==> src/design/pip_pkg.sv <==
// ----------------------------------------------------------------------------
// pip_pkg
// shared types and constants of the point-in-polygon filter
// ----------------------------------------------------------------------------
package pip_pkg;

  localparam int NUM_VERTICES = 4;
  localparam int VIDX_W       = 2;
  localparam int COORD_W      = 16;
  localparam int COLOR_W      = 24;
  localparam int DIFF_W       = COORD_W + 1;
  localparam int PROD_W       = 2 * DIFF_W;
  localparam int DATA_W       = 3 * COORD_W + COLOR_W;
  localparam int CFG_IDX_W    = 3;
  localparam int CFG_DATA_W   = COORD_W;
  localparam int INFLIGHT_W   = 2;

  // low bit of a register index picks the coordinate of a vertex
  localparam logic REG_SEL_X = 1'b0;
  localparam logic REG_SEL_Y = 1'b1;

  typedef struct packed {
    logic [COLOR_W-1:0]        color;
    logic signed [COORD_W-1:0] z;
    logic signed [COORD_W-1:0] y;
    logic signed [COORD_W-1:0] x;
  } point_t;

  typedef struct packed {
    logic signed [COORD_W-1:0] y;
    logic signed [COORD_W-1:0] x;
  } vertex_t;

  typedef vertex_t [NUM_VERTICES-1:0] polygon_t;

  // front to queue: one kept point
  typedef struct packed {
    logic   valid;
    point_t pt;
  } push_t;

  // queue to back: head of the queue
  typedef struct packed {
    logic   empty;
    point_t pt;
  } head_t;

  localparam vertex_t V0_RESET = '{x: -16'sd602, y: 16'sd430};
  localparam vertex_t V1_RESET = '{x: -16'sd730, y: 16'sd411};
  localparam vertex_t V2_RESET = '{x: -16'sd740, y: -16'sd3};
  localparam vertex_t V3_RESET = '{x: -16'sd608, y: -16'sd7};

  localparam polygon_t POLYGON_RESET = {V3_RESET, V2_RESET, V1_RESET, V0_RESET};

endpackage

==> src/design/pip_back.sv <==
// ----------------------------------------------------------------------------
// pip_back
// output register: takes the queue head whenever it is free or being emptied
// ----------------------------------------------------------------------------
module pip_back (
  input  logic                         clk_i,
  input  logic                         rst_ni,
  input  pip_pkg::head_t               head_i,
  output logic                         pop_o,
  output logic                         out_valid_o,
  input  logic                         out_ready_i,
  output pip_pkg::point_t              out_pt_o
);

  logic            valid_q, valid_d;
  pip_pkg::point_t pt_q;

  assign pop_o = !head_i.empty && (!valid_q || out_ready_i);

  always_comb begin
    priority if (pop_o) begin
      valid_d = 1'b1;
    end else if (out_ready_i) begin
      valid_d = 1'b0;
    end else begin
      valid_d = valid_q;
    end
  end

  always_ff @(posedge clk_i or negedge rst_ni) begin
    if (!rst_ni) begin
      valid_q <= 1'b0;
    end else begin
      valid_q <= valid_d;
    end
  end

  always_ff @(posedge clk_i) begin
    if (pop_o) begin
      pt_q <= head_i.pt;
    end
  end

  assign out_valid_o = valid_q;
  assign out_pt_o    = pt_q;

endmodule

==> config.mk <==
export PLATFORM = sky130hd
export DESIGN_NAME = pip_back
export DESIGN_NICKNAME = d
export VERILOG_FILES = /design/src/design/pip_pkg.sv /design/src/design/pip_back.sv
export SDC_FILE = /design/constraint.sdc
export NUM_CORES = 1
export LEC_CHECK = 0
export BUFFER_PORTS_ARGS = -buffer_cell sky130_fd_sc_hd__buf_4
export CAP_MARGIN = 20
export CORE_ASPECT_RATIO = 2
export CORE_MARGIN = 1.5
export CORE_UTILIZATION = 38
export CTS_BUF_LIST = sky130_fd_sc_hd__clkbuf_8
export CTS_CLUSTER_DIAMETER = 100
export DETAILED_ROUTE_END_ITERATION = 6
export GPL_TIMING_DRIVEN = 0
export PLACE_DENSITY = 0.77
export SLEW_MARGIN = 40
export SYNTH_ARGS = -nofsm -noshare
export SYNTH_HDL_FRONTEND = slang
export SYNTH_SLANG_ARGS = --single-unit
==> constraint.sdc <==
create_clock -name clk_i -period 2.9 [get_ports clk_i]
set_input_delay 0.435 -clock clk_i [delete_from_list [all_inputs] [get_ports clk_i]]
set_output_delay 0.435 -clock clk_i [all_outputs]
set_load 0.05 [all_outputs]
==> summary.md, run 1 <==
| Metric | Value |
|---|---|
| Initial DRC count | 32 |
| # DRC | 0 |
| Initial Util | 39.1% |
| Avg Cell Area, Syn | 28.7 um^2 |
| Drt wl/cell | 16.9 um |
| Initial antenna violation count | 0 |
| Slowest-stage cell, CP | a21oi_4 |
| Fraction of synthesized cell area taken by the top area cell type | 97.7% |
| Die X-Extent | 57.0 um |
| Slew margin rel. | 65.6% |
| TritonCTS buffer count | 9 |
| Min-delay src | head_i[51] |
| H-tree depth | 3 |
| CTS max path bufs | 2 |
| Clk_lat worst skew | 0.35 ns |
| Vias/cell | 4.54 |
| Worst vdd ir | 0.000567 V |
| WP data arrival | 1.55 ns |
| Setup crit start kind | flip-flop |
| Max-cap violation count | 0 |
| Syn Inst Count | 77 |
| Post-route ant nets | 0 |
| Worst Setup SP | out_valid_o |
| CP Max Fanout | 15 |
| Peak Freq | 504 MHz |
| Clock transition at path regs | 0.07 ns |
| Setup slack, reg-to-reg | 1.27 ns |
| CP Class | flip-flop to output pin |
| Dpl hpwl | 3990 um |
| Total GRT Usage | 17.0% |
| Fin worst setup slack | 0.917 ns |
| Share of layout cells above drive strength 1 | 68.4% |
| Layout area overhead | 67.0% |
| Skew final | 0.00393 ns |
| Slowest stage delay, CP | 0.47 ns |
| Io pins | 150 |
| Worst Hold Class | input port to flip-flop |
| # resized after CTS | 0 |
| Cell taking the most area after synthesis | edfxtp_1 |
| CTS tree | yes |
| Port Buffers | 149 |
| Critical Path End Type | output pin |
| Worst Max-Slew Pin Slew | 0.515 ns |
| Clock net sink count | 73 |
| Outcome | finished, final reports clean |
| GRT overflow | 0 |
| Synth warn | 0 |
| Detailed Route WL | 5210 um |
| Finish-stage setup viols | 0 |
| Core Rows | 39 |
| Final count of pins violating max slew | 0 |
| Total core area | 5660 um^2 |
| Routability cong. | 0.691 |
| CTS Root Cell | clkbuf_8 |
| Place WS | 1.11 ns |
| First-pass DRT Iterations | 4 |
| Final #Nets | 318 |
| Post-Syn Area | 2210 um^2 |
| Synthesized flop and latch total | 73 |
| Ant. Diodes | 0 |
| Fin crit period | 1.98 ns |
| Multi-input logic area | 25.0 um^2 |
| Top cells by area, synth | edfxtp_1 (98%), dfrtp_1 (1.1%), a21oi_2 (0.40%) |
| Crit path required time | 2.47 ns |
| Register area share after synthesis | 98.9% |
| Die Footprint | 6320 um^2 |
| Largest net degree at the start of global routing | 20 |
| Fill cells | 416 |
| Crit-path cells | a21oi_4 > buf_4 |
| Vias post-DR | 1399 |
| Layout Cells excl Fill | 308 |
| Reg area | 2190 um^2 |
| DIE HEIGHT | 111 um |
| Unrepaired setup endpoints after global routing | false |
| LEAKAGE | 1.57 nW |
| Worst r2r src | out_valid_o |
| Hold Slack | 0.257 ns |
| PwrDens | 670 nW/um^2 |
| Number of global-route vias before repair | 1510 |
| Syn nets | 153 |
| Tcrit/Tclk final | 68.4% |
| Synth unique cells | 5 |
| Final-report hold violation count | 0 |
| First-pass GRT wire length | 7370 um |
| Placed instance count | 291 |
[Yosys cell counts (all sizes together)]
cell and n:
edfxtp 72, inv 2, a21oi 1, dfrtp 1, o21ai 1
[cells by family after synthesis]
group	count (synthesis)	share of synthesized area [%]
DFF	73	98.9
AOI/OAI and AO/OA	2	0.792
buffers and inverters	2	0.339
[cell type report]
class	instances	share of cell area, %
Clock buffer	9	3.35
Clock inverter	7	2.30
Inverter	2	0.203
Multi-Input combinational cell	2	0.678
Sequential cell	73	59.2
Tap cell	61	2.07
Timing Repair Buffer	154	32.2
[power breakdown]
group / total (mW) / leakage (nW) / switching (mW) / internal (mW)
clock network: 0.825 / 0.104 / 0.351 / 0.475
registers: 1.25 / 0.696 / 0.0167 / 1.23
logic: 0.403 / 0.767 / 0.260 / 0.142
[layer usage]
metal / routed length, um / vias up / GRT usage (%)
li1: - / 638 / -
met1: 1390 / 652 / 13.1
met2: 2960 / 88 / 28.5
met3: 618 / 21 / 11.0
met4: 246 / 0 / 12.2
met5: 0 / - / 0
[cells in the final DEF (no fill, tap or decap)]
| master | count |
|---|---|
| clkinvlp_4 | 1 |
| a21oi_4 | 1 |
| inv_1 | 2 |
| bufinv_16 | 2 |
| dfrtp_1 | 1 |
| buf_8 | 4 |
| buf_4 | 149 |
| clkinv_2 | 2 |
| o21ai_2 | 1 |
| clkinv_1 | 2 |
| clkbuf_8 | 9 |
| edfxtp_1 | 72 |
| dlygate4sd3_1 | 1 |
[critical path, delay by kind of cell (launching register included)]
family	cells	cell delay, ns
AO/OA/AOI/OAI	1	0.47
buffers and inverters	1	0.29
flip-flops	1	0.43
[state kept, by name, summed over array words and instances (netlist names)]
name         flops
out_pt_o        72
out_valid_o      1
[stage by stage]
step	total power [mW]	instance area, um^2	setup TNS [ns]	util (%)
3_5_place_dp	1.67	3470	0	61.4
5_1_grt	2.55	3690	0	65.3
4_1_cts	2.51	3690	0	65.3
6_report	2.47	3690	0	65.3
2_1_floorplan	1.49	2220	0	-
3_3_place_gp	1.65	3410	-0.162	60.3
[worst paths after layout]
kind,to,cells after the start
worst min register to register,out_valid_o,2
max in group asynchronous,out_valid_o,2
worst max-delay path,pop_o,2
worst max register to register,out_pt_o[0],3
worst min-delay path,out_pt_o[51],1
min in group asynchronous,out_valid_o,2
[what timing repair did]
item,CTS,global route
hold endpoints to repair,1,0
buffers inserted,0,0
hold buffers,1,0
Note: power is estimated with default switching activity, not from simulation.
==> inputs of run 2 (changes only) <==
clock period = 1.75 ns   (was 2.9 ns; I/O delays follow)
==> run 2 against run 1 <==
Sequential cell count unchanged. Clock power increased by 43%. Non-clock buffer count increased by 1. Cell count unchanged. Sequential share of layout area increased by 0.13 points. Wire length shrank 3.0%. Final area is 0.17% lower. Global-route usage down 0.86 points. First-iteration DRC count fell by 19%. Die area stayed put. Count of clock-buffer cells in the layout is the same. Critical path type unchanged. Largest power group unchanged.
==> summary.md, run 2 (synthesis results as in run 1) <==
| Metric | Value |
|---|---|
| Die X-Extent | 57.0 um |
| Vias post-DR | 1377 |
| GRT overflow | 0 |
| Initial DRC count | 26 |
| Layout area overhead | 66.7% |
| Drt wl/cell | 16.4 um |
| Final count of pins violating max slew | 0 |
| Setup crit start kind | flip-flop |
| Number of global-route vias before repair | 1439 |
| Detailed Route WL | 5060 um |
| Core Rows | 39 |
| Initial Util | 39.1% |
| Clock transition at path regs | 0.07 ns |
| LEAKAGE | 1.57 nW |
| Final-report hold violation count | 0 |
| Number of flip-flops under the largest register name | 72 |
| DIE HEIGHT | 111 um |
| CTS Root Cell | clkbuf_8 |
| Slowest stage delay, CP | 0.44 ns |
| Worst r2r src | out_valid_o |
| TritonCTS buffer count | 9 |
| Fill cells | 431 |
| H-tree depth | 3 |
| Post-route ant nets | 0 |
| Total core area | 5660 um^2 |
| Slowest-stage cell, CP | dfrtp_2 |
| Routability cong. | 0.693 |
| Die Footprint | 6320 um^2 |
| First-pass GRT wire length | 7050 um |
| # DRC | 0 |
| CP Max Fanout | 19 |
| Ant. Diodes | 0 |
| Post-route total power | 3.93 mW |
| Skew final | 0.00521 ns |
| Min-delay src | head_i[8] |
| Vias/cell | 4.47 |
| Dpl hpwl | 3900 um |
| First-pass DRT Iterations | 4 |
| Critical Path End Type | output pin |
| Total GRT Usage | 16.2% |
| Unrepaired setup endpoints after global routing | false |
| Finish-stage setup viols | 0 |
| WP data arrival | 1.37 ns |
| Final instance area | 3690 um^2 |
| Final #Nets | 319 |
| Worst Hold Class | input port to flip-flop |
| Max-cap violation count | 0 |
| Most frequent cells in the layout | buf_4 (150), edfxtp_1 (72), clkbuf_8 (9) |
| Initial antenna violation count | 0 |
| Most common cell after layout, fill and taps aside | buf_4 |
| Largest net degree at the start of global routing | 20 |
| Peak Freq | 613 MHz |
| Clk_lat worst skew | 0.34 ns |
| Share of layout cells above drive strength 1 | 68.8% |
| Worst Max-Slew Pin Slew | 0.152 ns |
| Fin crit period | 1.63 ns |
| Crit-path cells | a21oi_4 > buf_12 > buf_4 |
| CTS max path bufs | 2 |
| Io pins | 150 |
| Outcome | finished, final reports clean |
| CP Class | flip-flop to output pin |
| Clock net sink count | 73 |
| PwrDens | 1060 nW/um^2 |
| Port Buffers | 149 |
| Worst Setup SP | out_valid_o |
| Placement Cell Area | 3490 um^2 |
| Tcrit/Tclk final | 93.2% |
| Crit path required time | 1.49 ns |
| Slew margin rel. | 89.9% |
| CTS tree | yes |
| Worst vdd ir | 0.000975 V |
-- run 2: cell types whose count changed in the layout (fill, tap and decap cells not counted), sizes merged --
cell      previous run  this run
buf                153       154
bufinv               2         1
clkinvlp             1         0
clkinv               4         3
inv                  2         4
-- run 2: metal layers --
metal	vias to the layer above	share of wire (%)	GRT usage, %
met5	-	0	0
met4	0	3.6	11.3
met3	14	11	8.63
met2	87	56	26.7
met1	636	29	14.2
li1	640	-	-
-- run 2: worst max-delay path: cells and delay by family (launching register included) --
| family | cells | cell delay, ns |
|---|---|---|
| compound gates | 1 | 0.19 |
| buf+inv | 2 | 0.39 |
| flops | 1 | 0.44 |
-- run 2: final cells by class --
type | instances | area (um^2) | share of cell area [%]
sequential | 73 | 2190 | 59.3
timing repair buffer | 155 | 1210 | 32.9
clock buffer | 9 | 124 | 3.36
tap | 61 | 76.3 | 2.07
clock inverter | 6 | 52.6 | 1.43
multi-input combinational | 2 | 25.0 | 0.679
inverter | 2 | 7.51 | 0.204
-- run 2: power by group --
group | switching, mW | total (mW) | internal [mW]
Combinational | 0.433 | 0.677 | 0.244
Sequential | 0.0276 | 2.06 | 2.04
Clock | 0.551 | 1.18 | 0.632
-- run 2: what timing repair did --
item | CTS | global route
hold endpoints to repair | 1 | 0
gates resized for setup | 1 | 0
endpoints found under the setup margin | 1 | 0
hold buffers | 1 | 0
setup buffers | 1 | 0
-- run 2: worst paths after layout --
kind / endpoint / cells after the start / slack (ns)
worst min register to register: out_valid_o / 2 / 0.62
worst max-delay path: pop_o / 3 / 0.12
worst min-delay path: out_pt_o[8] / 1 / 0.09
worst max register to register: out_pt_o[52] / 4 / 0.30
min in group asynchronous: out_valid_o / 2 / 0.23
max in group asynchronous: out_valid_o / 2 / 1.42
-- run 2: metrics by stage --
step	util [%]	worst slack (ns)	hold WS [ns]	setup TNS, ns	instances
floorplan	-	-0.711	-0.0331	-51.73	77
global route	65.1	0.0588	0.0718	0	308
finish	65.1	0.119	0.0939	0	308
CTS	65.1	0.0934	0.0642	0	308
global placement	60.3	-0.933	0.0387	-49.63	287
detailed placement	61.6	0.328	0.0389	0	291
==> inputs of run 3 (changes only) <==
CORE_UTILIZATION = 36   (was 38)
PLACE_DENSITY = 0.74   (was 0.77)
RECOVER_POWER = 50   (was not set)
==> run 3 against run 2 <==
Global-route usage down 1.1 points. Die area rose by 5.3%. Sequential power about the same. Critical path type unchanged. Power shrank 1.3%. Register-to-register slack better by 0.05 ns. Clock skew fell by 0.00059 ns. Via count decreased by 1.1%. Combinational power is 5.3% lower. Worst hold slack improved by 0.028 ns. Core utilization down 4.8 points.
==> summary.md, run 3 (synthesis results as in run 1) <==
| Metric | Value |
|---|---|
| Detailed Route WL | 4920 um |
| Layout area overhead | 62.6% |
| Max-cap violation count | 0 |
| Dpl hpwl | 3890 um |
| H-tree depth | 3 |
| Routed met1 length | 1590 um |
| Port Buffers | 149 |
| Total core area | 5960 um^2 |
| First-pass DRT Iterations | 3 |
| Fin crit period | 1.65 ns |
| Clock transition at path regs | 0.07 ns |
| CTS Root Cell | clkbuf_8 |
| Total GRT Usage | 15.1% |
| Drt wl/cell | 15.7 um |
| Vias post-DR | 1362 |
| Place WS | 0.0672 ns |
| Placement Cell Area | 3470 um^2 |
| Final setup TNS | 0 ns |
| Final count of pins violating max slew | 0 |
| DIE HEIGHT | 114 um |
| CTS tree | yes |
| Finish-stage setup viols | 0 |
| Critical Path End Type | output pin |
| Post-route total power | 3.87 mW |
| PwrDens | 1080 nW/um^2 |
| Final instance area | 3600 um^2 |
| Most common cell after layout, fill and taps aside | clkbuf_4 |
| Reg area | 2190 um^2 |
| Skew final | 0.00463 ns |
| Clock net sink count | 73 |
| Ant. Diodes | 0 |
| Routability cong. | 0.682 |
| Most frequent cells in the layout | clkbuf_4 (73), edfxtp_1 (72), buf_4 (51) |
| Outcome | finished, final reports clean |
| Final #Nets | 321 |
| Unrepaired setup endpoints after global routing | false |
| Fin worst setup slack | 0.102 ns |
| Highest metal used | met4 |
| Metal3 WL | 454 um |
| Worst Max-Slew Pin Slew | 0.669 ns |
| Multi-input logic area | 21.3 um^2 |
| Post-route ant nets | 0 |
| CP Max Fanout | 19 |
| Io pins | 150 |
| Initial DRC count | 29 |
| Final-report hold violation count | 0 |
| Peak Freq | 607 MHz |
| # DRC | 0 |
| Die X-Extent | 58.4 um |
| Clk_lat worst skew | 0.33 ns |
| Share of layout cells above drive strength 1 | 56.8% |
| Number of global-route vias before repair | 1314 |
| CP Class | flip-flop to output pin |
| Initial Util | 37.1% |
| Tcrit/Tclk final | 94.2% |
| Number of flip-flops under the largest register name | 72 |
| First-pass GRT wire length | 6870 um |
| Vias/cell | 4.35 |
| Setup crit start kind | flip-flop |
| Largest net degree at the start of global routing | 21 |
| Slew margin rel. | 55.6% |
| Crit path required time | 1.49 ns |
| Worst Hold Class | input port to flip-flop |
| GRT overflow | 0 |
| Met2 routed WL | 2760 um |
| Hold Slack | 0.122 ns |
| CTS max path bufs | 2 |
| LEAKAGE | 1.47 nW |
| Fill cells | 468 |
| Die Footprint | 6650 um^2 |
| WP data arrival | 1.39 ns |
| TritonCTS buffer count | 9 |
| Core Rows | 40 |
| Initial antenna violation count | 0 |
| Worst vdd ir | 0.000564 V |
==> run 3: repair_timing <==
item,4_1_cts,5_1_grt
setup endpoints to repair,1,1
pin swaps,1,0
buffers inserted,1,2
gates resized for setup,4,0
hold buffers,1,0
endpoints found under the hold margin,1,0
==> run 3: cell type report <==
| class | instances | area share, % |
|---|---|---|
| tap | 63 | 2.19 |
| multi-input combinational | 2 | 0.592 |
| clock buffer | 9 | 3.44 |
| inverter | 2 | 0.209 |
| timing repair buffer | 157 | 31.2 |
| sequential | 73 | 60.9 |
| clock inverter | 7 | 1.50 |
==> run 3: report_power, final <==
group          switching (mW)  internal [mW]
Sequential             0.0247           2.04
Combinational           0.432          0.208
Clock                   0.540          0.631
Total                   0.997           2.88
==> run 3: metal layers <==
metal,GRT usage (%),vias to the layer above
met1,14.9,636
met3,6.92,8
met2,25.1,74
met5,0,-
met4,8.84,0
li1,-,644
==> run 3: critical path: stages (launching register included) <==
cell and delay [ns]:
dfrtp_2 0.44, a21oi_4 0.18, buf_8 0.13, buf_12 0.15
buf_8 0.15
==> run 3: path summary, 6_finish.rpt <==
check / from / to / slack (ns) / depth (start not counted)
max reg2reg: out_valid_o / out_pt_o[16] / 0.35 / 4
max in group asynchronous: rst_ni / out_valid_o / 1.40 / 2
min: head_i[34] / out_pt_o[34] / 0.12 / 1
min in group asynchronous: rst_ni / out_valid_o / 0.25 / 2
max: out_valid_o / pop_o / 0.10 / 4
min reg2reg: out_valid_o / out_valid_o / 0.61 / 2
==> run 3: metrics by stage <==
stage               cells  util (%)
finish                313      60.4
global placement      289      57.4
global route          313      60.4
floorplan              77         -
CTS                   311      61.9
detailed placement    293      58.3
