<file path="src/design/pip_pkg.sv">
// ----------------------------------------------------------------------------
// pip_pkg
// shared types and constants of the point-in-polygon filter
// ----------------------------------------------------------------------------
package pip_pkg;

  localparam int NUM_VERTICES = 4;
  localparam int VIDX_W       = 2;
  localparam int COORD_W      = 16;
  localparam int COLOR_W      = 24;
  localparam int DIFF_W       = COORD_W + 1;
  localparam int PROD_W       = 2 * DIFF_W;
  localparam int DATA_W       = 3 * COORD_W + COLOR_W;
  localparam int CFG_IDX_W    = 3;
  localparam int CFG_DATA_W   = COORD_W;
  localparam int INFLIGHT_W   = 2;

  // low bit of a register index picks the coordinate of a vertex
  localparam logic REG_SEL_X = 1'b0;
  localparam logic REG_SEL_Y = 1'b1;

  typedef struct packed {
    logic [COLOR_W-1:0]        color;
    logic signed [COORD_W-1:0] z;
    logic signed [COORD_W-1:0] y;
    logic signed [COORD_W-1:0] x;
  } point_t;

  typedef struct packed {
    logic signed [COORD_W-1:0] y;
    logic signed [COORD_W-1:0] x;
  } vertex_t;

  typedef vertex_t [NUM_VERTICES-1:0] polygon_t;

  // front to queue: one kept point
  typedef struct packed {
    logic   valid;
    point_t pt;
  } push_t;

  // queue to back: head of the queue
  typedef struct packed {
    logic   empty;
    point_t pt;
  } head_t;

  localparam vertex_t V0_RESET = '{x: -16'sd602, y: 16'sd430};
  localparam vertex_t V1_RESET = '{x: -16'sd730, y: 16'sd411};
  localparam vertex_t V2_RESET = '{x: -16'sd740, y: -16'sd3};
  localparam vertex_t V3_RESET = '{x: -16'sd608, y: -16'sd7};

  localparam polygon_t POLYGON_RESET = {V3_RESET, V2_RESET, V1_RESET, V0_RESET};

endpackage

</file>
<file path="src/design/pip_queue.sv">
// ----------------------------------------------------------------------------
// pip_queue
// small first-in first-out queue of kept points between front and back
// ----------------------------------------------------------------------------
module pip_queue #(
  parameter int DEPTH = 8,
  parameter int CW    = $clog2(DEPTH + 1)
) (
  input  logic            clk_i,
  input  logic            rst_ni,
  input  pip_pkg::push_t  push_i,
  input  logic            pop_i,
  output pip_pkg::head_t  head_o,
  output logic [CW-1:0]   count_o
);

  localparam int AW = (DEPTH > 1) ? $clog2(DEPTH) : 1;

  pip_pkg::point_t slot_q [DEPTH];
  logic [AW-1:0]   wr_ptr_q, wr_ptr_d;
  logic [AW-1:0]   rd_ptr_q, rd_ptr_d;
  logic [CW-1:0]   count_q, count_d;

  always_comb begin
    wr_ptr_d = wr_ptr_q;
    rd_ptr_d = rd_ptr_q;
    count_d  = count_q;
    if (push_i.valid) begin
      wr_ptr_d = (wr_ptr_q == AW'(DEPTH - 1)) ? '0 : wr_ptr_q + 1'b1;
    end
    if (pop_i) begin
      rd_ptr_d = (rd_ptr_q == AW'(DEPTH - 1)) ? '0 : rd_ptr_q + 1'b1;
    end
    unique case ({push_i.valid, pop_i})
      2'b10:   count_d = count_q + 1'b1;
      2'b01:   count_d = count_q - 1'b1;
      default: count_d = count_q;
    endcase
  end

  always_ff @(posedge clk_i or negedge rst_ni) begin
    if (!rst_ni) begin
      wr_ptr_q <= '0;
      rd_ptr_q <= '0;
      count_q  <= '0;
    end else begin
      wr_ptr_q <= wr_ptr_d;
      rd_ptr_q <= rd_ptr_d;
      count_q  <= count_d;
    end
  end

  always_ff @(posedge clk_i) begin
    if (push_i.valid) begin
      slot_q[wr_ptr_q] <= push_i.pt;
    end
  end

  assign head_o.empty = (count_q == '0);
  assign head_o.pt    = slot_q[rd_ptr_q];
  assign count_o      = count_q;

endmodule

</file>
<file path="config.mk">
export PLATFORM = sky130hd
export DESIGN_NAME = pip_queue
export DESIGN_NICKNAME = d
export VERILOG_FILES = /design/src/design/pip_pkg.sv /design/src/design/pip_queue.sv
export SDC_FILE = /design/constraint.sdc
export NUM_CORES = 1
export LEC_CHECK = 0
export BUFFER_PORTS_ARGS = -buffer_cell sky130_fd_sc_hd__buf_2
export CAP_MARGIN = 10
export CORE_ASPECT_RATIO = 0.75
export CORE_MARGIN = 3
export CORE_UTILIZATION = 45
export CTS_CLUSTER_SIZE = 24
export DETAILED_ROUTE_END_ITERATION = 12
export GPL_TIMING_DRIVEN = 1
export PLACE_DENSITY_LB_ADDON = 0.12
export SETUP_SLACK_MARGIN = 0.05
export SYNTH_ARGS = -nofsm -noshare
export SYNTH_HDL_FRONTEND = slang
export SYNTH_SLANG_ARGS = --single-unit
</file>
<file path="constraint.sdc">
create_clock -name clk_i -period 7.3 [get_ports clk_i]
set_clock_uncertainty 0.1 [all_clocks]
set_input_delay 1.46 -clock clk_i [delete_from_list [all_inputs] [get_ports clk_i]]
set_output_delay 1.46 -clock clk_i [all_outputs]
set_load 0.02 [all_outputs]
</file>
==> impl_metrics.py, run 1 <==
metrics = {
    "cts": {
        "clk_path_buf_depth": 3,
        "cts.root.buffer_cell": "clkbuf_16",
        "cts_num_sinks": 586,
        "cts_resized": 0,
        "cts_made_buffers": 56,
        "cts_setup_buffers": 0,
        "insertion_delay_ns": 0.60,
        "htreeDepth": 2,
        "path_clk_slew_ns": 0.06,
        "cts_tree": "done",
        "hold_buffers": 0,
    },
    "route": {
        "drt-total-wl_um": 43600,
        "vias": 9566,
        "ant_nets": 0,
        "drt_first_pass_iters": 5,
        "wire_per_inst_um": 24.8,
        "via_per_inst": 5.43,
        "drcViolationCount": 0,
        "drt_iter0_markers": 605,
    },
    "critical_path": {
        "critical_path_class": "reg -> out",
        "cp.arrival_ns": 3.23,
        "cp.required_ns": 5.74,
        "endpoint_kind": "output pin",
        "worstSetupStartpointType": "register",
        "r2r_slack_ns": 4.39,
        "r2r-end": "slot_q[3][28]$_DFFE_PP_",
        "reg2reg_depth": 4,
        "reg2reg_from": "wr_ptr_q[2]$_DFFE_PN0P_",
        "path_max_fanout": 54,
    },
    "power": {
        "sw_frac_of_total": 0.306,
        "p_per_area_nw_per_um2": 408,
        "finalPower_mw": 10.4,
        "p_leak_nw": 8.25,
        "ir_drop_v": 0.000277,
        "p_int_mw": 7.21,
        "seq_power_share": 0.440,
        "p_sw_mw": 3.18,
        "clockPowerShare": 0.261,
        "p_comb_frac": 0.299,
    },
    "floorplan": {
        "die_x_um": 262,
        "die_y_um": 198,
        "rows": 69,
        "start_util": 0.462,
        "io_pins": 153,
        "dieArea_um2": 52100,
        "core_area_um2": 48100,
    },
    "synthesis": {
        "synthCells": 887,
        "synth_ff_type": "edfxtp_1",
        "synthAdderAreaFrac": 0.00394,
        "syn_avg_cell_area_um2": 25.0,
        "synth_top_area_cell": "edfxtp_1",
        "syn-num-nets": 970,
        "synth.top_cells.by_area": "edfxtp_1, mux4_2, mux2_2, dfrtp_1, buf_6",
        "yosys.area_share.simple": 0.00456,
        "synth_compound_area_frac": 0.00113,
        "seq_area_frac_synth": 0.790,
        "syn-cell-area_um2": 22200,
        "synthArstFlopShare": 0.0171,
        "yosysUniqueCellTypes": 23,
        "post-synth-top-count-cell": "edfxtp_1",
        "synth_top_family_by_area": "multiplexers",
        "yosys_register_bits": 586,
        "synth_top_area_share": 0.779,
        "synth_mux_area_frac": 0.186,
        "synthXorXnorAreaFrac": 0.00197,
        "synth_edf_count": 576,
        "yosys-top-cells-count": "edfxtp_1, mux4_2, mux2_2, buf_6",
        "ys_warn_count": 0,
    },
    "worst_hold_path": {
        "holdPathEnd": "count_o[3]$_DFFE_PN0P_",
        "hp-start": "count_o[3]$_DFFE_PN0P_",
        "hold_depth": 1,
        "hold_path.class": "reg -> reg",
    },
    "timing": {
        "timing.final.ws_setup_ns": 2.51,
        "tns_ns": 0,
        "fmax_mhz": 209,
        "grt_setup_unrepaired": "no",
        "min_period_over_period": 0.656,
        "worstMarginPinSlew_ns": 1.12,
        "hold_ws_ns": 0.388,
        "hold_viol": 0,
        "relSlewSlack": 0.254,
        "period_needed_ns": 4.79,
        "setup_violations": 0,
        "slew_violations": 0,
    },
    "global_route": {
        "grt_usage": 0.170,
        "grt_pass1_vias": 10300,
        "grt_max_degree": 77,
        "grt_pass1_wl_um": 65900,
        "antenna_found_initial": 4,
        "grt_remaining_overflow": 0,
    },
    "placed_design": {
        "dp_slack_ns": 3.05,
        "hpwl_um": 22400,
        "gp_congestion": 0.673,
        "dp.cells": 1656,
        "dpl_cell_area_um2": 23800,
        "io_buffer_count": 152,
    },
    "layout": {
        "fin_area_um2": 25500,
        "nets": 1158,
        "area_growth_pct": 14.8,
        "layout-drive-gt1-share": 0.428,
        "fin_util": 0.530,
        "final_cells": 1761,
    },
    "status": {
        "outcome": "finished clean",
    },
    "run": {
        "max_cap_viol_count": 0,
    },
}
## critical path, cell delays in order (launching register included)
cell and delay, ns:
dfrtp_4 1.07, buf_12 0.47, mux4_2 0.57, mux2_2 0.29, buf_2 0.16
## how the worst max path moves through the flow
stage / from / to / slack, ns
2_1_floorplan: push_i[72] / slot_q[0][0]$_DFFE_PP_ / 0.17
3_3_place_gp: rd_ptr_q[0]$_DFFE_PN0P_ / head_o[25] / 3.06
3_5_place_dp: rd_ptr_q[0]$_DFFE_PN0P_ / head_o[1] / 3.05
4_1_cts: rd_ptr_q[0]$_DFFE_PN0P_ / head_o[25] / 2.37
5_1_grt: rd_ptr_q[0]$_DFFE_PN0P_ / head_o[25] / 2.24
6_report: rd_ptr_q[0]$_DFFE_PN0P_ / head_o[25] / 2.51
## power groups by stage
stage,Sequential [mW],Clock [mW],Combinational [mW]
finish,4.58,2.71,3.11
global route,4.64,2.93,3.34
CTS,4.59,2.80,3.21
detailed placement,4.66,0,3.19
global placement,4.64,0,3.19
floorplan,4.45,0,2.43
## routing by layer
metal  vias up  routed length, um  global-route usage
li1       4190                  -                   -
met1      5101              19100               0.232
met2       202              21300               0.279
met3        67               2290              0.0385
met4         6                816              0.0464
met5         -                 34                   0
## cell usage in the layout (no fill, tap or decap), drive strengths merged
cell type	n
edfxtp	576
clkbuf	65
dfrtp	10
o32ai	1
or3	1
nand2	2
xnor2	1
nor3	2
xor2	4
a21oi	2
a31oi	1
clkinvlp	1
mux2	79
mux4	144
ha	7
bufinv	3
nor2	9
nor4	1
diode	3
buf	170
inv	3
nor2b	3
clkinv	31
nand2b	3
## kinds of logic (layout without fill, tap and decap cells)
group | after synthesis | count (layout)
fa+ha+maj | 7 | 7
flops | 586 | 586
other cells | 0 | 3
buf+inv | 41 | 273
mux | 223 | 223
simple gates | 21 | 21
compound gates | 4 | 4
xor+xnor | 5 | 5
## sequential cells by signal (all words and copies together), names as in the netlist
register / count
rd_ptr_q: 3
count_o: 4
wr_ptr_q: 3
slot_q: 576
## final cells by class
cell class / instances / area, um^2
antenna: 3 / 7.51
clock buffer: 65 / 1460
clock inverter: 37 / 250
fill: 3683 / 22600
inverter: 1 / 3.75
multi-input combinational: 260 / 4450
sequential: 586 / 17600
tap: 639 / 800
timing repair buffer: 170 / 958
Power figures use the tool's default switching activity.
==> inputs of run 2 (changes only) <==
==> constraint.sdc (replaced) <==
create_clock -name clk_i -period 4.49 [get_ports clk_i]
set_clock_uncertainty 0.1 [all_clocks]
set_input_delay 0.898 -clock clk_i [delete_from_list [all_inputs] [get_ports clk_i]]
set_output_delay 0.898 -clock clk_i [all_outputs]
set_load 0.02 [all_outputs]
==> impl_metrics.py, run 2 (same netlist as run 1, synthesis figures left out) <==
metrics = {
    "placed_design": {
        "dp_slack_ns": 1.29,
        "hpwl_um": 24400,
        "dp.cells": 1670,
        "io_buffer_count": 152,
        "gp_congestion": 0.690,
    },
    "global_route": {
        "grt_pass1_vias": 10500,
        "grt_max_degree": 61,
        "grt_usage": 0.172,
        "antenna_found_initial": 5,
        "grt_pass1_wl_um": 67200,
        "grt_remaining_overflow": 0,
    },
    "floorplan": {
        "core_area_um2": 48100,
        "die_y_um": 198,
        "start_util": 0.462,
        "io_pins": 153,
        "dieArea_um2": 52100,
        "die_x_um": 262,
        "rows": 69,
    },
    "critical_path": {
        "reg2reg_from": "wr_ptr_q[1]$_DFFE_PN0P_",
        "endpoint_kind": "output pin",
        "crit_end": "head_o[34]",
        "path_max_fanout": 26,
        "r2r_slack_ns": 2.10,
        "crit_start": "rd_ptr_q[0]$_DFFE_PN0P_",
        "cp.required_ns": 3.49,
        "r2r-end": "slot_q[1][35]$_DFFE_PP_",
        "cp.arrival_ns": 2.73,
        "critical_path_class": "reg -> out",
        "reg2reg_depth": 3,
        "worstSetupStartpointType": "register",
    },
    "cts": {
        "cts_setup_buffers": 0,
        "path_clk_slew_ns": 0.06,
        "cts.root.buffer_cell": "clkbuf_16",
        "htreeDepth": 2,
        "cts_resized": 0,
        "cts_num_sinks": 586,
        "cts_made_buffers": 54,
        "cts_tree": "done",
        "insertion_delay_ns": 0.57,
        "hold_buffers": 0,
        "clk_path_buf_depth": 3,
    },
    "route": {
        "via_per_inst": 5.46,
        "vias": 9670,
        "drt_iter0_markers": 656,
        "drt-total-wl_um": 44300,
        "drt_first_pass_iters": 5,
        "drcViolationCount": 0,
        "wire_per_inst_um": 25.0,
        "ant_nets": 0,
    },
    "power": {
        "p_per_area_nw_per_um2": 664,
        "ir_drop_v": 0.000330,
        "p_leak_nw": 8.33,
    },
    "timing": {
        "tns_ns": 0,
        "fmax_mhz": 268,
        "period_needed_ns": 3.73,
        "worstMarginPinSlew_ns": 0.958,
        "timing.final.ws_setup_ns": 0.760,
        "min_period_over_period": 0.831,
        "relSlewSlack": 0.361,
        "hold_viol": 0,
        "setup_violations": 0,
        "grt_setup_unrepaired": "no",
        "slew_violations": 0,
    },
    "layout": {
        "final_cells": 1771,
        "most-common-layout-cells": "edfxtp_1, buf_2, mux4_2",
        "largest_reg_flops": 576,
        "top_register": "slot_q",
        "layout_commonest_cell": "edfxtp_1",
        "area_growth_pct": 15.6,
        "nets": 1170,
        "layout-drive-gt1-share": 0.431,
    },
    "worst_hold_path": {
        "hold_path.class": "in -> async",
    },
    "run": {
        "max_cap_viol_count": 0,
    },
    "status": {
        "outcome": "finished clean",
    },
}
[run 2: changes by cell type in the layout (fill, tap and decap cells not counted)]
cell      change
nor3_4        +2
clkbuf_1      +8
clkinv_2      -2
clkinv_4      -1
buf_4         +6
buf_12        +8
clkinv_1      -5
inv_6         -2
diode_2       -2
nor3_2        -2
[run 2: cell type report]
cell class              instances  area [um^2]
diodes                          1         2.50
clock buffers                  73         1490
clock inverters                27          195
fillers                      3657        22400
inverters                       1         3.75
multi-input cells             260         4460
flip-flops and latches        586        17600
well taps                     639          800
repair buffers                184         1160
[run 2: through the flow]
step	total power [mW]	cell area, um^2	utilization	hold WS [ns]
6_report	17.0	25700	0.534	0.0881
5_1_grt	17.9	25700	0.534	0.0728
4_1_cts	17.4	25700	0.534	0.0512
3_5_place_dp	13.0	24000	0.499	0.386
3_3_place_gp	12.9	24000	0.499	0.374
2_1_floorplan	11.2	22200	-	0.421
[run 2: where the power goes]
part | switching, mW | internal [mW] | total (mW) | leakage, nW
logic | 2.86 | 2.49 | 5.35 | 2.16
clock network | 1.89 | 2.48 | 4.37 | 0.821
registers | 0.459 | 6.87 | 7.33 | 5.35
total | 5.21 | 11.8 | 17.0 | 8.33
[run 2: critical path, stage by stage (launching register included)]
cell and delay (ns):
dfrtp_4 0.79, buf_4 0.36, mux4_2 0.54, mux2_2 0.28
buf_2 0.16
[run 2: per-layer routing]
layer / track usage / vias to the layer above / part of all wire
met4: 0.0359 / 6 / 0.013
met3: 0.0363 / 55 / 0.053
met1: 0.245 / 5197 / 0.45
met5: 0 / - / 0.00079
li1: - / 4211 / -
met2: 0.280 / 201 / 0.48
[run 2: worst min path at each step]
stage                                          to  cells after the start  slack (ns)
final                      count_o[1]$_DFFE_PN0P_                      1        0.09
after global routing       count_o[1]$_DFFE_PN0P_                      1        0.07
after CTS                  count_o[1]$_DFFE_PN0P_                      1        0.05
after detailed placement   count_o[3]$_DFFE_PN0P_                      1        0.39
after global placement     count_o[3]$_DFFE_PN0P_                      1        0.37
after floorplan           wr_ptr_q[1]$_DFFE_PN0P_                      1        0.42
==> inputs of run 3 (changes only) <==
==> constraint.sdc (replaced) <==
create_clock -name clk_i -period 3.1 [get_ports clk_i]
set_clock_uncertainty 0.1 [all_clocks]
set_input_delay 0.62 -clock clk_i [delete_from_list [all_inputs] [get_ports clk_i]]
set_output_delay 0.62 -clock clk_i [all_outputs]
set_load 0.02 [all_outputs]
==> impl_metrics.py, run 3 (same netlist as run 1, synthesis figures left out) <==
metrics = {
    "status": {
        "outcome": "complete, but fails checks",
        "violations": "negative setup slack",
    },
    "route": {
        "drt-total-wl_um": 46400,
        "drt_iter0_markers": 705,
        "vias": 9964,
        "ant_nets": 0,
        "wire_per_inst_um": 25.8,
        "via_per_inst": 5.54,
        "drcViolationCount": 0,
        "drt_first_pass_iters": 5,
    },
    "power": {
        "p_comb_frac": 0.404,
        "p_leak_nw": 9.11,
        "p_int_mw": 19.4,
        "clockPowerShare": 0.222,
        "p_sw_mw": 8.22,
        "ir_drop_v": 0.000628,
        "p_per_area_nw_per_um2": 1020,
        "sw_frac_of_total": 0.297,
        "seq_power_share": 0.374,
    },
    "layout": {
        "most-common-layout-cells": "edfxtp_1, mux4_2, buf_2",
        "top_register": "slot_q",
        "area_growth_pct": 22.4,
        "layout-drive-gt1-share": 0.447,
        "fin_area_um2": 27200,
        "largest_reg_flops": 576,
        "fillCellCount": 3544,
        "nets": 1204,
        "layout_commonest_cell": "edfxtp_1",
    },
    "timing": {
        "hold_viol": 0,
        "tns_ns": -1.67,
        "timing.final.ws_setup_ns": -0.0773,
        "grt_setup_unrepaired": "yes",
        "worstMarginPinSlew_ns": 0.633,
        "fmax_mhz": 315,
        "min_period_over_period": 1.02,
        "period_needed_ns": 3.18,
        "relSlewSlack": 0.578,
        "setup_violations": 52,
        "slew_violations": 0,
    },
    "floorplan": {
        "die_x_um": 262,
        "io_pins": 153,
        "dieArea_um2": 52100,
        "die_y_um": 198,
        "start_util": 0.462,
        "rows": 69,
        "core_area_um2": 48100,
    },
    "global_route": {
        "grt_max_degree": 79,
        "grt_remaining_overflow": 0,
        "use_met1": 0.256,
        "grt_pass1_wl_um": 69300,
        "grt_pass1_vias": 10600,
        "use_met3": 0.0401,
        "antenna_found_initial": 6,
        "grt_usage": 0.179,
        "top_usage_layer": "met2",
        "grt_util_met2": 0.289,
    },
    "cts": {
        "insertion_delay_ns": 0.58,
        "cts_num_sinks": 586,
        "cts_made_buffers": 55,
        "clk_path_buf_depth": 3,
        "cts.root.buffer_cell": "clkbuf_16",
        "htreeDepth": 2,
        "cts_tree": "done",
        "path_clk_slew_ns": 0.06,
    },
    "worst_hold_path": {
        "hp-start": "push_i[66]",
        "holdPathEnd": "slot_q[3][66]$_DFFE_PP_",
        "hold_depth": 1,
        "hold_path.class": "in -> reg",
    },
    "critical_path": {
        "path_cells": "buf_12 > buf_12 > clkbuf_16 > mux4_2 > mux2_4 > buf_6",
        "r2r_slack_ns": 1.05,
        "cp.required_ns": 2.38,
        "r2r-end": "rd_ptr_q[2]$_DFFE_PN0P_",
        "path_max_fanout": 8,
        "critical_path_class": "reg -> out",
        "reg2reg_depth": 7,
        "cp.arrival_ns": 2.46,
        "worstSetupStartpointType": "register",
        "max_stage_delay_ns": 0.50,
        "reg2reg_from": "rd_ptr_q[0]$_DFFE_PN0P_",
        "crit_slowest_cell": "mux4_2",
        "endpoint_kind": "output pin",
        "crit_top_cell": "buf_12",
    },
    "run": {
        "max_cap_viol_count": 0,
    },
    "placed_design": {
        "io_buffer_count": 152,
        "hpwl_um": 23100,
        "dpl_cell_area_um2": 24100,
        "gp_congestion": 0.685,
    },
}
==> run 3: cell count changes in the layout (fill, tap and decap cells not counted), moves of 2 or more <==
cell	change
buf_8	+2
buf_6	+74
bufinv_16	-2
clkbuf_16	+4
clkbuf_1	+2
buf_16	+14
buf_2	-69
mux2_2	-66
clkinv_1	-4
buf_12	+21
buf_4	-14
mux2_4	+66
==> run 3: what timing repair did <==
item	in CTS	in global routing
endpoints found under the hold margin	10	0
setup endpoints to repair	66	72
setup buffers	15	8
cloned	14	4
gates resized for setup	147	109
hold buffers	1	0
==> run 3: how the worst max path moves through the flow <==
stage / start / endpoint / slack, ns / cells after the start
after global routing: rd_ptr_q[0]$_DFFE_PN0P_ / head_o[56] / -0.18 / 6
after global placement: rd_ptr_q[0]$_DFFE_PN0P_ / head_o[8] / 0.44 / 5
after CTS: rd_ptr_q[0]$_DFFE_PN0P_ / head_o[66] / -0.12 / 6
after detailed placement: rd_ptr_q[0]$_DFFE_PN0P_ / head_o[11] / 0.43 / 5
after floorplan: push_i[72] / slot_q[1][0]$_DFFE_PP_ / -0.11 / 2
final: rd_ptr_q[0]$_DFFE_PN0P_ / head_o[13] / -0.08 / 6
==> run 3: layout make-up <==
| type | count | area [um^2] | share of cell area |
|---|---|---|---|
| Multi-Input combinational cell | 260 | 4710 | 0.173 |
| Inverter | 1 | 3.75 | 0.000138 |
| Antenna cell | 1 | 2.50 | 0.0000921 |
| Tap cell | 639 | 800 | 0.0294 |
| Sequential cell | 586 | 17600 | 0.646 |
| Clock buffer | 75 | 1490 | 0.0550 |
| Clock inverter | 21 | 124 | 0.00456 |
| Timing Repair Buffer | 217 | 2490 | 0.0917 |
==> run 3: stage by stage <==
| step | utilization | setup WS, ns | power (mW) | hold slack, ns | instances |
|---|---|---|---|---|---|
| 5_1_grt | 0.565 | -0.178 | 28.9 | 0.179 | 1799 |
| 4_1_cts | 0.557 | -0.122 | 27.2 | 0.165 | 1792 |
| 3_3_place_gp | 0.501 | 0.442 | 18.8 | 0.380 | 1666 |
| 3_5_place_dp | 0.501 | 0.431 | 18.8 | 0.392 | 1666 |
| 2_1_floorplan | - | -0.111 | 16.2 | 0.224 | 887 |
| 6_report | 0.565 | -0.0773 | 27.6 | 0.205 | 1800 |
==> run 3: routing by layer <==
layer | wire length (um) | part of all wire | up-vias
met1 | 20500 | 0.44 | 5369
met2 | 22600 | 0.49 | 229
met5 | 80 | 0.0017 | -
met4 | 638 | 0.014 | 12
li1 | - | - | 4288
met3 | 2550 | 0.055 | 66
==> run 3: power groups by stage <==
stage	Combinational [mW]	Clock (mW)	Sequential, mW
2_1_floorplan	5.76	0	10.4
3_3_place_gp	8.31	0	10.5
3_5_place_dp	8.32	0	10.5
4_1_cts	10.5	6.32	10.3
5_1_grt	11.8	6.67	10.4
6_report	11.2	6.13	10.3
==> run 3: worst max-delay path: cells and delay by family, from the launching register on <==
family,cells,cell delay (ns)
flip-flops,1,0.48
buffers and inverters,4,0.59
multiplexers,2,0.79
